<file path="src/hdl/ccis_pkg.sv">
package ccis_pkg;

  localparam int TEETH_PER_REV_DEFAULT = 36;

  localparam logic [1:0] MODE_CRANK    = 2'd0;
  localparam logic [1:0] MODE_CAM      = 2'd1;
  localparam logic [1:0] MODE_THROTTLE = 2'd2;

  localparam int          ADDR_W           = 4;
  localparam logic [1:0]  REG_SPARK_WINDOW = 2'd0;
  localparam logic [1:0]  REG_DWELL_OFFSET = 2'd1;
  localparam logic [1:0]  REG_CAM_GAP      = 2'd2;

  localparam logic [7:0]  SPARK_WINDOW_RESET = 8'd60;
  localparam logic [15:0] DWELL_OFFSET_RESET = 16'd2048;
  localparam logic [7:0]  CAM_GAP_RESET      = 8'd20;

  typedef struct packed {
    logic [7:0]  spark_window_degrees;
    logic [15:0] dwell_offset;
    logic [7:0]  cam_gap_teeth;
  } cfg_t;

  typedef struct packed {
    logic [5:0]  tooth;
    logic [2:0]  speed;
    logic [2:0]  load;
    logic [3:0]  plug;
    logic [3:0]  inj;
    logic [7:0]  duty;
    logic        window;
    logic        arm;
    logic [15:0] deg;
    logic [7:0]  ticks;
  } stage_t;

  typedef struct packed {
    logic [5:0]  tooth;
    logic [2:0]  speed;
    logic [2:0]  load;
    logic        arm;
    logic [15:0] spark_compare;
    logic [15:0] dwell_end;
    logic [3:0]  plug;
    logic [3:0]  inj;
    logic [7:0]  duty;
    logic        window;
  } out_t;

endpackage

</file>
<file path="src/hdl/crank_cam_ignition_scheduler.sv">
// Throughput: one transaction per cycle; the four-stage pipeline (input register,
// decode, multiply, divide-by-ten) advances whenever the output register is empty or taken.
// Reset (rst, synchronous, active high) clears all decoder state and pipeline valids
// and restores the configuration registers to their defaults.
module crank_cam_ignition_scheduler #(
  parameter int TEETH_PER_REV = ccis_pkg::TEETH_PER_REV_DEFAULT
) (
  input  logic                        clk,
  input  logic                        rst,
  input  logic                        psel,
  input  logic                        penable,
  input  logic                        pwrite,
  input  logic [ccis_pkg::ADDR_W-1:0] paddr,
  input  logic [31:0]                 pwdata,
  output logic [31:0]                 prdata,
  output logic                        pready,
  input  logic                        in_valid,
  output logic                        in_ready,
  input  logic [1:0]                  mode,
  input  logic [7:0]                  tooth_ticks,
  input  logic [7:0]                  throttle,
  output logic                        out_valid,
  input  logic                        out_ready,
  output logic [5:0]                  tooth_position,
  output logic [2:0]                  speed_zone,
  output logic [2:0]                  load_level,
  output logic                        spark_arm,
  output logic [15:0]                 spark_compare,
  output logic [15:0]                 dwell_end_compare,
  output logic [3:0]                  plug_mask,
  output logic [3:0]                  injector_mask,
  output logic [7:0]                  injector_duty,
  output logic                        spark_window
);

  ccis_pkg::cfg_t   cfg;
  ccis_pkg::stage_t s1;
  ccis_pkg::out_t   res;
  logic             en;
  logic             v0, v1, v2, v3;
  logic [1:0]       mode_q;
  logic [7:0]       ticks_q;
  logic [7:0]       throttle_q;

  assign pready   = 1'b1;
  assign en       = !v3 || out_ready;
  assign in_ready = en;

  always_ff @(posedge clk) begin
    if (rst) begin
      cfg.spark_window_degrees <= ccis_pkg::SPARK_WINDOW_RESET;
      cfg.dwell_offset         <= ccis_pkg::DWELL_OFFSET_RESET;
      cfg.cam_gap_teeth        <= ccis_pkg::CAM_GAP_RESET;
    end else if (psel && penable && pwrite) begin
      unique case (paddr[3:2])
        ccis_pkg::REG_SPARK_WINDOW: cfg.spark_window_degrees <= pwdata[7:0];
        ccis_pkg::REG_DWELL_OFFSET: cfg.dwell_offset <= pwdata[15:0];
        ccis_pkg::REG_CAM_GAP:      cfg.cam_gap_teeth <= pwdata[7:0];
        default: begin
        end
      endcase
    end
  end

  always_comb begin
    unique case (paddr[3:2])
      ccis_pkg::REG_SPARK_WINDOW: prdata = {24'd0, cfg.spark_window_degrees};
      ccis_pkg::REG_DWELL_OFFSET: prdata = {16'd0, cfg.dwell_offset};
      ccis_pkg::REG_CAM_GAP:      prdata = {24'd0, cfg.cam_gap_teeth};
      default:                    prdata = 32'd0;
    endcase
  end

  always_ff @(posedge clk) begin
    if (rst) begin
      v0 <= 1'b0;
      v1 <= 1'b0;
      v2 <= 1'b0;
      v3 <= 1'b0;
    end else if (en) begin
      v0 <= in_valid;
      v1 <= v0;
      v2 <= v1;
      v3 <= v2;
    end
  end

  always_ff @(posedge clk) begin
    if (en) begin
      mode_q     <= mode;
      ticks_q    <= tooth_ticks;
      throttle_q <= throttle;
    end
  end

  ccis_decode #(
    .TEETH_PER_REV(TEETH_PER_REV)
  ) u_decode (
    .clk      (clk),
    .rst      (rst),
    .en       (en),
    .v0       (v0),
    .mode     (mode_q),
    .ticks    (ticks_q),
    .throttle (throttle_q),
    .cfg      (cfg),
    .s1       (s1)
  );

  ccis_compare u_compare (
    .clk          (clk),
    .en           (en),
    .s1           (s1),
    .dwell_offset (cfg.dwell_offset),
    .res          (res)
  );

  assign out_valid         = v3;
  assign tooth_position    = res.tooth;
  assign speed_zone        = res.speed;
  assign load_level        = res.load;
  assign spark_arm         = res.arm;
  assign spark_compare     = res.spark_compare;
  assign dwell_end_compare = res.dwell_end;
  assign plug_mask         = res.plug;
  assign injector_mask     = res.inj;
  assign injector_duty     = res.duty;
  assign spark_window      = res.window;

endmodule

</file>
<file path="src/hdl/ccis_decode.sv">
module ccis_decode #(
  parameter int TEETH_PER_REV = ccis_pkg::TEETH_PER_REV_DEFAULT
) (
  input  logic                clk,
  input  logic                rst,
  input  logic                en,
  input  logic                v0,
  input  logic [1:0]          mode,
  input  logic [7:0]          ticks,
  input  logic [7:0]          throttle,
  input  ccis_pkg::cfg_t      cfg,
  output ccis_pkg::stage_t    s1
);

  localparam logic [5:0] ADVANCE_ROM [64] = '{
     6'd0,  6'd8,  6'd5,  6'd3,  6'd2,  6'd1,  6'd1,  6'd0,
    6'd14, 6'd12, 6'd10,  6'd8,  6'd8,  6'd6,  6'd6,  6'd5,
    6'd20, 6'd13, 6'd16, 6'd14, 6'd13, 6'd11, 6'd10,  6'd9,
    6'd26, 6'd19, 6'd21, 6'd19, 6'd18, 6'd16, 6'd15, 6'd14,
    6'd32, 6'd21, 6'd26, 6'd24, 6'd23, 6'd21, 6'd20, 6'd18,
    6'd38, 6'd31, 6'd31, 6'd29, 6'd28, 6'd26, 6'd24, 6'd23,
    6'd43, 6'd34, 6'd37, 6'd35, 6'd33, 6'd31, 6'd29, 6'd27,
    6'd46, 6'd44, 6'd42, 6'd40, 6'd38, 6'd36, 6'd34, 6'd32
  };

  localparam logic [6:0] INJECTOR_ROM [64] = '{
    7'd10, 7'd10, 7'd10, 7'd10, 7'd10, 7'd10, 7'd10, 7'd10,
    7'd20, 7'd20, 7'd20, 7'd20, 7'd20, 7'd20, 7'd20, 7'd20,
    7'd30, 7'd30, 7'd30, 7'd30, 7'd30, 7'd30, 7'd30, 7'd30,
    7'd40, 7'd40, 7'd40, 7'd40, 7'd40, 7'd40, 7'd40, 7'd40,
    7'd50, 7'd50, 7'd50, 7'd50, 7'd50, 7'd50, 7'd50, 7'd50,
    7'd60, 7'd60, 7'd60, 7'd60, 7'd60, 7'd60, 7'd60, 7'd60,
    7'd70, 7'd70, 7'd70, 7'd70, 7'd70, 7'd70, 7'd70, 7'd70,
    7'd80, 7'd80, 7'd80, 7'd80, 7'd80, 7'd80, 7'd80, 7'd80
  };

  function automatic logic [2:0] zone_of_ticks(input logic [7:0] t);
    logic [2:0] z;
    priority if (t > 8'd128) z = 3'd0;
    else if (t > 8'd64) z = 3'd1;
    else if (t > 8'd32) z = 3'd2;
    else if (t > 8'd16) z = 3'd3;
    else if (t > 8'd8) z = 3'd4;
    else if (t > 8'd4) z = 3'd5;
    else if (t > 8'd2) z = 3'd6;
    else z = 3'd7;
    return z;
  endfunction

  logic [5:0]  tooth_count, tooth_count_next;
  logic [7:0]  previous_ticks, previous_ticks_next;
  logic [7:0]  cam_phase, cam_phase_next;
  logic [15:0] teeth_since_cam, teeth_since_cam_next;
  logic [2:0]  rpm_level, rpm_level_next;
  logic [2:0]  throttle_zone, throttle_zone_next;
  logic [3:0]  plug_select, plug_select_next;
  logic [3:0]  injector_select, injector_select_next;
  logic [7:0]  duty_reg, duty_reg_next;
  ccis_pkg::stage_t s1_next;

  logic        gap;
  logic [15:0] div3_prod;
  logic [7:0]  t_eff;
  logic [6:0]  tooth;
  logic        arm;
  logic [5:0]  adv;
  logic [15:0] deg;

  // t/3 as t*171 >> 9, exact for 8-bit t
  assign gap       = {1'b0, ticks} > {previous_ticks, 1'b0};
  assign div3_prod = {8'd0, ticks} * 16'd171;
  assign t_eff     = gap ? div3_prod[15:8] >> 1 : ticks;
  assign adv       = ADVANCE_ROM[{rpm_level, throttle_zone}];
  assign deg       = {8'd0, cfg.spark_window_degrees} - {10'd0, adv};

  always_comb begin
    tooth_count_next     = tooth_count;
    previous_ticks_next  = previous_ticks;
    cam_phase_next       = cam_phase;
    teeth_since_cam_next = teeth_since_cam;
    rpm_level_next       = rpm_level;
    throttle_zone_next   = throttle_zone;
    plug_select_next     = plug_select;
    injector_select_next = injector_select;
    duty_reg_next        = duty_reg;
    arm                  = 1'b0;
    tooth                = {1'b0, tooth_count} + (gap ? 7'd2 : 7'd1);
    unique case (mode)
      ccis_pkg::MODE_CRANK: begin
        teeth_since_cam_next = teeth_since_cam + (gap ? 16'd2 : 16'd1);
        previous_ticks_next  = t_eff;
        priority if (tooth > 7'(TEETH_PER_REV - 1)) begin
          tooth          = 7'd0;
          rpm_level_next = zone_of_ticks(t_eff);
        end else if (tooth == 7'd13 || tooth == 7'd14 || tooth == 7'd16 ||
                     tooth == 7'd17 || tooth == 7'd31 || tooth == 7'd32) begin
          tooth = tooth + 7'd1;
        end else if (tooth == 7'd12 || tooth == 7'd30) begin
          arm = 1'b1;
        end else begin
        end
        tooth_count_next = tooth[5:0];
        priority if (tooth_count_next == 6'd1 && cam_phase == 8'd2) plug_select_next = 4'd1;
        else if (tooth_count_next == 6'd1 && cam_phase == 8'd0) plug_select_next = 4'd2;
        else if (tooth_count_next == 6'd19 && cam_phase == 8'd2) plug_select_next = 4'd4;
        else if (tooth_count_next == 6'd19 && cam_phase == 8'd1) plug_select_next = 4'd8;
        else if (tooth_count_next == 6'd15 && cam_phase == 8'd2) injector_select_next = 4'd1;
        else if (tooth_count_next == 6'd15 && cam_phase == 8'd0) injector_select_next = 4'd2;
        else if (tooth_count_next == 6'd33 && cam_phase == 8'd2) injector_select_next = 4'd4;
        else if (tooth_count_next == 6'd33 && cam_phase == 8'd1) injector_select_next = 4'd8;
        else begin
        end
      end
      ccis_pkg::MODE_CAM: begin
        cam_phase_next = (teeth_since_cam > {8'd0, cfg.cam_gap_teeth}) ? 8'd0
                                                                       : cam_phase + 8'd1;
        teeth_since_cam_next = 16'd0;
      end
      ccis_pkg::MODE_THROTTLE: begin
        throttle_zone_next = throttle[7:5];
        duty_reg_next      = {1'b0, INJECTOR_ROM[{rpm_level, throttle[7:5]}]};
      end
      default: begin
      end
    endcase

    s1_next.tooth  = tooth_count_next;
    s1_next.speed  = rpm_level_next;
    s1_next.load   = throttle_zone_next;
    s1_next.plug   = plug_select_next;
    s1_next.inj    = injector_select_next;
    s1_next.duty   = duty_reg_next;
    s1_next.window = (tooth_count_next > 6'd12 && tooth_count_next < 6'd19) ||
                     tooth_count_next >= 6'd30 || tooth_count_next == 6'd0;
    s1_next.arm    = arm;
    s1_next.deg    = deg;
    s1_next.ticks  = t_eff;
  end

  always_ff @(posedge clk) begin
    if (rst) begin
      tooth_count     <= '0;
      previous_ticks  <= '0;
      cam_phase       <= '0;
      teeth_since_cam <= '0;
      rpm_level       <= '0;
      throttle_zone   <= '0;
      plug_select     <= '0;
      injector_select <= '0;
      duty_reg        <= '0;
    end else if (en && v0) begin
      tooth_count     <= tooth_count_next;
      previous_ticks  <= previous_ticks_next;
      cam_phase       <= cam_phase_next;
      teeth_since_cam <= teeth_since_cam_next;
      rpm_level       <= rpm_level_next;
      throttle_zone   <= throttle_zone_next;
      plug_select     <= plug_select_next;
      injector_select <= injector_select_next;
      duty_reg        <= duty_reg_next;
    end
  end

  always_ff @(posedge clk) begin
    if (en) begin
      s1 <= s1_next;
    end
  end

endmodule

</file>
<file path="src/hdl/ccis_compare.sv">
module ccis_compare (
  input  logic             clk,
  input  logic             en,
  input  ccis_pkg::stage_t s1,
  input  logic [15:0]      dwell_offset,
  output ccis_pkg::out_t   res
);

  ccis_pkg::stage_t s2;
  logic [23:0]      product;
  logic [47:0]      div10_prod;
  logic [15:0]      comp;
  ccis_pkg::out_t   res_next;

  // p/10 as p*ceil(2^27/10) >> 27, exact for p < 2^26
  assign div10_prod = {24'd0, product} * 48'd13421773;
  assign comp       = s2.arm ? {div10_prod[35:27], 7'd0} : 16'd0;

  always_comb begin
    res_next.tooth         = s2.tooth;
    res_next.speed         = s2.speed;
    res_next.load          = s2.load;
    res_next.arm           = s2.arm;
    res_next.spark_compare = comp;
    res_next.dwell_end     = s2.arm ? comp + dwell_offset : 16'd0;
    res_next.plug          = s2.plug;
    res_next.inj           = s2.inj;
    res_next.duty          = s2.duty;
    res_next.window        = s2.window;
  end

  always_ff @(posedge clk) begin
    if (en) begin
      s2      <= s1;
      product <= s1.deg * {16'd0, s1.ticks};
      res     <= res_next;
    end
  end

endmodule

</file>
<file path="config.mk">
export PLATFORM = sky130hd
export DESIGN_NAME = crank_cam_ignition_scheduler
export DESIGN_NICKNAME = d
export VERILOG_FILES = /design/src/hdl/ccis_pkg.sv /design/src/hdl/crank_cam_ignition_scheduler.sv /design/src/hdl/ccis_decode.sv /design/src/hdl/ccis_compare.sv
export SDC_FILE = /design/constraint.sdc
export NUM_CORES = 1
export LEC_CHECK = 0
export CAP_MARGIN = 20
export CORE_UTILIZATION = 59
export CTS_BUF_LIST = sky130_fd_sc_hd__clkbuf_4
export CTS_CLUSTER_SIZE = 40
export DETAILED_ROUTE_END_ITERATION = 6
export DONT_BUFFER_PORTS = 1
export PLACE_DENSITY = 0.75
export SLEW_MARGIN = 25
export SYNTH_ARGS = -nofsm -noshare
export SYNTH_HDL_FRONTEND = slang
export SYNTH_SLANG_ARGS = --single-unit
</file>
<file path="constraint.sdc">
create_clock -name clk -period 12.6 [get_ports clk]
set_input_delay 2.52 -clock clk [delete_from_list [all_inputs] [get_ports clk]]
set_output_delay 2.52 -clock clk [all_outputs]
set_load 0.01 [all_outputs]
</file>
Word-level counts from Yosys, hierarchy flattened
Memory sizes are Yosys's and may differ from the RTL's.
Cells that the tools add are included.
- output and inout port bits: 97
- input bits: 61
- ROM bits: 832
- flip-flop bits (word level): 284
- memories kept: 2
- memories (memory ; depth ; bits a word ; read ports ; clocked after memory_dff ; write ports ; line ; source):
    (no name shown) ; 64 ; 7 ; 1 ; 0 ; 0 ; ccis_decode.sv:121 ; duty_reg_next = {1'b0, INJECTOR_ROM[{rpm_level, throttle[7:5]}]};
    (no name shown) ; 64 ; 6 ; 1 ; 0 ; 0 ; ccis_decode.sv:73 ; assign adv = ADVANCE_ROM[{rpm_level, throttle_zone}];
- reduce and logical (&&, ||, !) cells: 34
- $lt $le $gt $ge: 15
- mux-type cells: 41
- equality and inequality tests: 18
- bitwise operators: 3
- add/sub/neg operators: 6
- multiply operators: 3
- operators by type and width (kind ; number):
    $mux W4 ; 14
    $pmux W16 S3 ; 1
    $mul A24 B24 Y36 const B ; 1
    $mux W6 ; 6
    $add A16 B16 Y16 ; 2
    $pmux W16 S2 ; 1
    $eq A7 B5 Y1 const B ; 4
    $mux W3 ; 9
    $mul A16 B8 Y24 ; 1
    $mux W8 ; 3
    $eq A7 B4 Y1 const B ; 3
    $gt A16 B8 Y1 ; 1
    $mul A8 B8 Y16 const B ; 1
    $mux W16 ; 1
    $ge A7 B7 Y1 const B ; 2
    $mux W7 ; 2
    $not A6 Y7 ; 2
    $logic_and A1 B1 Y1 ; 12
    $reduce_and A2 Y1 ; 6
    $gt A8 B9 Y1 ; 1
    $logic_or A1 B1 Y1 ; 9
    $sub A8 B6 Y9 ; 1
    $add A8 B1 Y8 const B ; 1
    $eq A8 B1 Y1 const B ; 1
    30 further kinds ; 35

Depth between registers and ports, before layout
- depth in word-level cells: 23
- gate-level depth with buffers: 33

Hierarchy
From an unflattened synthesis, not the netlist that was laid out.
- cells, all modules: 2603
- area, all modules: 26563.0 um^2
- modules (own cells, without submodules) (module ; instances ; cells each ; seq. area each (um^2) ; area an instance (um^2)):
    ccis_compare ; 1 ; 1474 ; 3273.1 ; 15905.3
    ccis_decode ; 1 ; 911 ; 2612.5 ; 8209.1
    crank_cam_ignition_scheduler ; 1 ; 218 ; 1261.2 ; 2448.6

Least setup slack after synthesis
No wires, ideal clock.
- kind: input to output
- start: in out_ready
- end: out in_ready
- required time: 10.080 ns
- path buffers: 1
- stages: 2
- arrival: 7.412 ns
- slack: 2.668 ns
- cells stage by stage: nand2b_1 -> clkbuf_1
- cells in the longest elaborated chain, start to end: 1
- ends and longest elaborated chain (what ; line ; source):
    start, declared ; crank_cam_ignition_scheduler.sv:23 ; input logic out_ready,
    $logic_or A1 B1 Y1 ; crank_cam_ignition_scheduler.sv:46 ; assign en = !v3 || out_ready;
    end, declared ; crank_cam_ignition_scheduler.sv:18 ; output logic in_ready,
No other way between the ends.

Worst setup path after layout
- start: reg u_compare.product[6]
- end: reg, netlist name u_compare.res[32]
- cells in the longest elaborated chain, start to end: 3
- ends and longest elaborated chain (what ; line ; source):
    start, declared ; ccis_compare.sv:10 ; logic [23:0] product;
    start signal, assigned ; ccis_compare.sv:35 ; product <= s1.deg * {16'd0, s1.ticks};
    $mul A24 B24 Y36 ; ccis_compare.sv:16 ; assign div10_prod = {24'd0, product} * 48'd13421773;
    $mux W16 ; ccis_compare.sv:17 ; assign comp = s2.arm ? {div10_prod[35:27], 7'd0} : 16'd0;
    $add A16 B16 Y16 ; ccis_compare.sv:25 ; res_next.dwell_end = s2.arm ? comp + dwell_offset : 16'd0;
No other way between the ends.
A chain may end at the register's enable or synchronous reset.

==> impl_metrics.prom <==
# TYPE chip_impl_metric gauge
chip_impl_metric{name="detailroute.via_count",unit=""} 16900
chip_impl_metric{name="floorplan.die_area",unit="um^2"} 43500
chip_impl_info{name="crit_path_top_delay_cell",value="edfxtp_1"} 1
chip_impl_metric{name="cts_post_setup_buffers_inserted",unit=""} 0
chip_impl_info{name="hp-class",value="reg -> reg"} 1
chip_impl_metric{name="post_cts.resized_instances",unit=""} 0
chip_impl_metric{name="post_synth_xor_area_fraction",unit="%"} 2.56
chip_impl_metric{name="synthesis.yosys.warnings",unit=""} 0
chip_impl_metric{name="clkLatencyLatePin",unit="ns"} 0.75
chip_impl_metric{name="dpl.hpwl",unit="mm"} 41.9
chip_impl_metric{name="drt-initial-drc-count",unit=""} 870
chip_impl_metric{name="io_pins",unit=""} 158
chip_impl_metric{name="final_layout_size_suffix_gt1_share",unit="%"} 6.19
chip_impl_metric{name="synth_compound_area_share",unit="%"} 8.32
chip_impl_metric{name="numPortBuffers",unit=""} 0
chip_impl_info{name="tritoncts_clock_tree",value="yes"} 1
chip_impl_info{name="synthTopCellsByArea",value="fa_1 (22%), edfxtp_1 (20%), ha_1 (17%)"} 1
chip_impl_metric{name="post_cts_hold_buffer_count",unit=""} 0
chip_impl_metric{name="cts.reportedPaths.clkPinSlew",unit="ns"} 0.07
chip_impl_metric{name="postSynth.asyncResetShare",unit="%"} 0
chip_impl_metric{name="worst-endpoint-required",unit="ns"} 13.10
chip_impl_metric{name="timing.reg2reg.setup_slack",unit="ns"} 3.58
chip_impl_metric{name="drv_slew",unit=""} 0
chip_impl_info{name="yosys_most_used_dff",value="edfxtp_1"} 1
chip_impl_metric{name="synthDominantCellAreaShare",unit="%"} 22.4
chip_impl_info{name="largest_register",value="u_compare.res"} 1
chip_impl_metric{name="drv_cap",unit=""} 0
chip_impl_metric{name="ys_seq_area_share",unit="%"} 27.8
chip_impl_metric{name="grt_max_degree",unit=""} 91
chip_impl_metric{name="multi_input_comb_area",unit="um^2"} 15800
chip_impl_metric{name="vias_per_cell",unit=""} 5.45
chip_impl_info{name="run_status",value="finished clean"} 1
chip_impl_metric{name="finalWorstPathRequiredPeriod",unit="ns"} 9.02
chip_impl_metric{name="drt.antenna.violating_nets",unit=""} 0
chip_impl_metric{name="finish.net_count",unit=""} 3194
chip_impl_metric{name="cpPeakStageDelay",unit="ns"} 0.63
chip_impl_metric{name="chipHeight",unit="um"} 208
chip_impl_metric{name="setup_viol_count_final",unit=""} 0
chip_impl_metric{name="synth-seq-cells",unit=""} 265
chip_impl_metric{name="final.setup.worst_slack",unit="ns"} 3.58
chip_impl_info{name="root_buffer",value="clkbuf_4"} 1
chip_impl_info{name="worst_setup_path_endpoint",value="u_compare.res[32]"} 1
chip_impl_metric{name="path_depth",unit=""} 31
chip_impl_metric{name="worstPathBufferInverterCount",unit=""} 4
chip_impl_metric{name="fin_util",unit="%"} 63.2
chip_impl_metric{name="crit_arrival",unit="ns"} 9.52
chip_impl_metric{name="h-tree-depth",unit=""} 3
chip_impl_metric{name="detail_routed_net_length_per_standard_cell",unit="um"} 16.9
chip_impl_info{name="rr_endpoint",value="u_compare.res[32]"} 1
chip_impl_metric{name="cts_buffers",unit=""} 68
chip_impl_metric{name="synth.cell_area",unit="um^2"} 25200
chip_impl_info{name="synth_top_family_by_area",value="adder cells"} 1
chip_impl_info{name="grt_setup_unrepaired",value="false"} 1
chip_impl_metric{name="grtUsageTotal",unit="%"} 25.4
chip_impl_info{name="reg2reg_from",value="u_compare.product[6]"} 1
chip_impl_metric{name="preCtsSetupSlack",unit="ns"} 3.64
chip_impl_metric{name="tns",unit="ns"} 0
chip_impl_metric{name="post_synth_and_or_nand_nor_area_fraction",unit="%"} 10.3
chip_impl_metric{name="synth.mux.area_fraction",unit="%"} 1.97
chip_impl_metric{name="final_cycle_utilization_of_the_critical_path",unit="%"} 71.6
chip_impl_metric{name="synth_cells",unit=""} 2491
chip_impl_metric{name="grt_overflow_total",unit=""} 0
chip_impl_metric{name="cts.path.max_buffers",unit=""} 3
chip_impl_metric{name="report.final.hold_viol_count",unit=""} 0
chip_impl_metric{name="adder_and_majority_cell_fraction_of_the_synthesized_area",unit="%"} 39.1
chip_impl_metric{name="synth_cell_types",unit=""} 80
chip_impl_metric{name="die_width",unit="um"} 208
chip_impl_metric{name="synth_enable_flop_cells",unit=""} 169
chip_impl_metric{name="fillers",unit=""} 3370
chip_impl_metric{name="clock_skew_after_layout",unit="ns"} 0.0659
chip_impl_metric{name="post_synth.cell_area_avg",unit="um^2"} 10.1
chip_impl_info{name="timing.critical_path.mode_cell",value="fa_1"} 1
chip_impl_info{name="endpoint_type_of_the_worst_setup_path",value="flop"} 1
chip_impl_metric{name="register_area",unit="um^2"} 7000
chip_impl_metric{name="globalplace.congestion",unit=""} 0.920
chip_impl_info{name="start_kind",value="flop"} 1
chip_impl_info{name="synth_top_cell_by_area",value="fa_1"} 1
chip_impl_metric{name="flip_flop_count_of_the_largest_register_all_copies_and_words_added",unit=""} 55
chip_impl_metric{name="r2r_cells",unit=""} 31
chip_impl_metric{name="vias_in_the_first_global_route",unit=""} 18100
chip_impl_info{name="setup.worst_path.class",value="reg -> reg"} 1
chip_impl_metric{name="clock_sinks",unit=""} 265
chip_impl_metric{name="initial_core_util",unit="%"} 59.8
chip_impl_info{name="reg_top3",value="u_compare.res (55), u_decode.s1 (47), cfg (32)"} 1
chip_impl_metric{name="design.core.area",unit="um^2"} 42000
chip_impl_metric{name="max_freq",unit="MHz"} 111
chip_impl_metric{name="layout-area-overhead-vs-synth",unit="%"} 5.57
chip_impl_metric{name="grt_pass1_wl",unit="mm"} 88.1
chip_impl_metric{name="slew_headroom",unit="%"} 35.8
chip_impl_metric{name="path_max_fanout",unit=""} 8
chip_impl_metric{name="grt_antenna_before_repair",unit=""} 1
chip_impl_metric{name="wirelength",unit="mm"} 52.6
chip_impl_metric{name="dr.pass1.iters",unit=""} 5
chip_impl_metric{name="drcViolationCount",unit=""} 0
chip_impl_metric{name="timing_worst_slew_pin_value",unit="ns"} 0.958
chip_impl_info{name="cp_top_family",value="adder cells"} 1
chip_impl_metric{name="timing.hold.ws",unit="ns"} 0.410
chip_impl_metric{name="row_count",unit=""} 75
chip_impl_info{name="worstSetupStartpoint",value="u_compare.product[6]"} 1
[cells in the mapped netlist, types with 9 or more instances]
cell type    n
o21ai_0     82
a21oi_1    108
nand2_1    146
clkbuf_1    42
nor2b_1     22
nand4_1     14
nand2b_1    15
nand3_1     25
nor3_1      22
xor2_1      20
a21o_1      20
fa_1       282
inv_1      563
and2_1      76
dfxtp_1     96
a211oi_1    20
a211o_1      9
buf_4       24
xnor2_1     49
nor2_1     138
ha_1       335
nor3b_1     10
edfxtp_1   169
nand3b_1     9
mux2i_1     27
and3_1      16
[metal layers]
layer	global-route usage, %	up-vias	wire [um]	part of all wire, %
met5	0	-	0	0
met4	11.3	0	2050	3.9
met3	4.14	136	2420	4.6
met2	45.0	411	26800	51
met1	30.3	8279	21400	41
li1	-	8118	-	-
[worst reg2reg max path: cells and delay by family (launching register included)]
kind	cells	cell delay [ns]
fa+ha+maj	9	4.44
compound gates	8	1.72
simple gates	7	1.14
flops	1	0.63
xor+xnor	3	0.58
buf+inv	4	0.30
[cell type report]
class                   count  area share [%]
clock buffers             101            2.85
clock inverters            23           0.697
repair buffers              7           0.198
multi-input cells        1609            59.4
inverters                 565            7.99
diodes                      1         0.00942
well taps                 539            2.54
flip-flops and latches    265            26.3
[worst min path at each step]
stage	slack [ns]	depth (start not counted)	from	endpoint
2_1_floorplan	0.40	0	u_compare.res_next[0]	u_compare.res[0]
3_3_place_gp	0.40	0	u_compare.res_next[53]	u_compare.res[53]
3_5_place_dp	0.40	0	u_compare.res_next[50]	u_compare.res[50]
4_1_cts	0.41	0	u_decode.s1[53]	u_compare.res_next[61]
5_1_grt	0.42	0	u_decode.s1[47]	u_compare.res_next[55]
6_report	0.41	0	u_decode.s1[47]	u_compare.res_next[55]
[placed cells by master (no fill, tap or decap), types with 5 or more instances in the layout]
cell,count
a211o_1,9
a211oi_1,20
a21o_1,20
a21oi_1,108
a22oi_1,5
a31oi_1,7
and2_1,76
and3_1,16
buf_4,7
clkbuf_4,101
clkinv_1,15
conb_1,24
dfxtp_1,96
edfxtp_1,169
fa_1,282
ha_1,335
inv_1,563
mux2_2,8
mux2i_1,27
mux4_2,6
nand2_1,146
nand2b_1,14
nand3_1,25
nand3b_1,9
nand4_1,14
nor2_1,137
nor2b_1,21
nor3_1,22
nor3b_1,9
o211ai_1,5
o21a_1,8
o21ai_0,82
o31ai_1,8
or2_2,8
or3_1,6
xnor2_1,49
xor2_1,20
[per-stage QoR]
step                std cells  area (um^2)
floorplan                2513        25200
global placement         2985        25600
detailed placement       2985        25600
CTS                      3109        26600
global route             3110        26600
finish                   3110        26600
[logic make-up (layout without fill, tap and decap cells)]
logic type      count (synthesis)  in the layout
compound gates                329            329
xor+xnor                       71             71
fa+ha+maj                     617            617
buf+inv                       639            696
flops                         265            265
mux                            41             41
other cells                     2             25
simple gates                  527            527
Power is left out: the tool's default activity adds up to more than one toggle a clock period on the data nets, which glitch-free logic cannot reach.
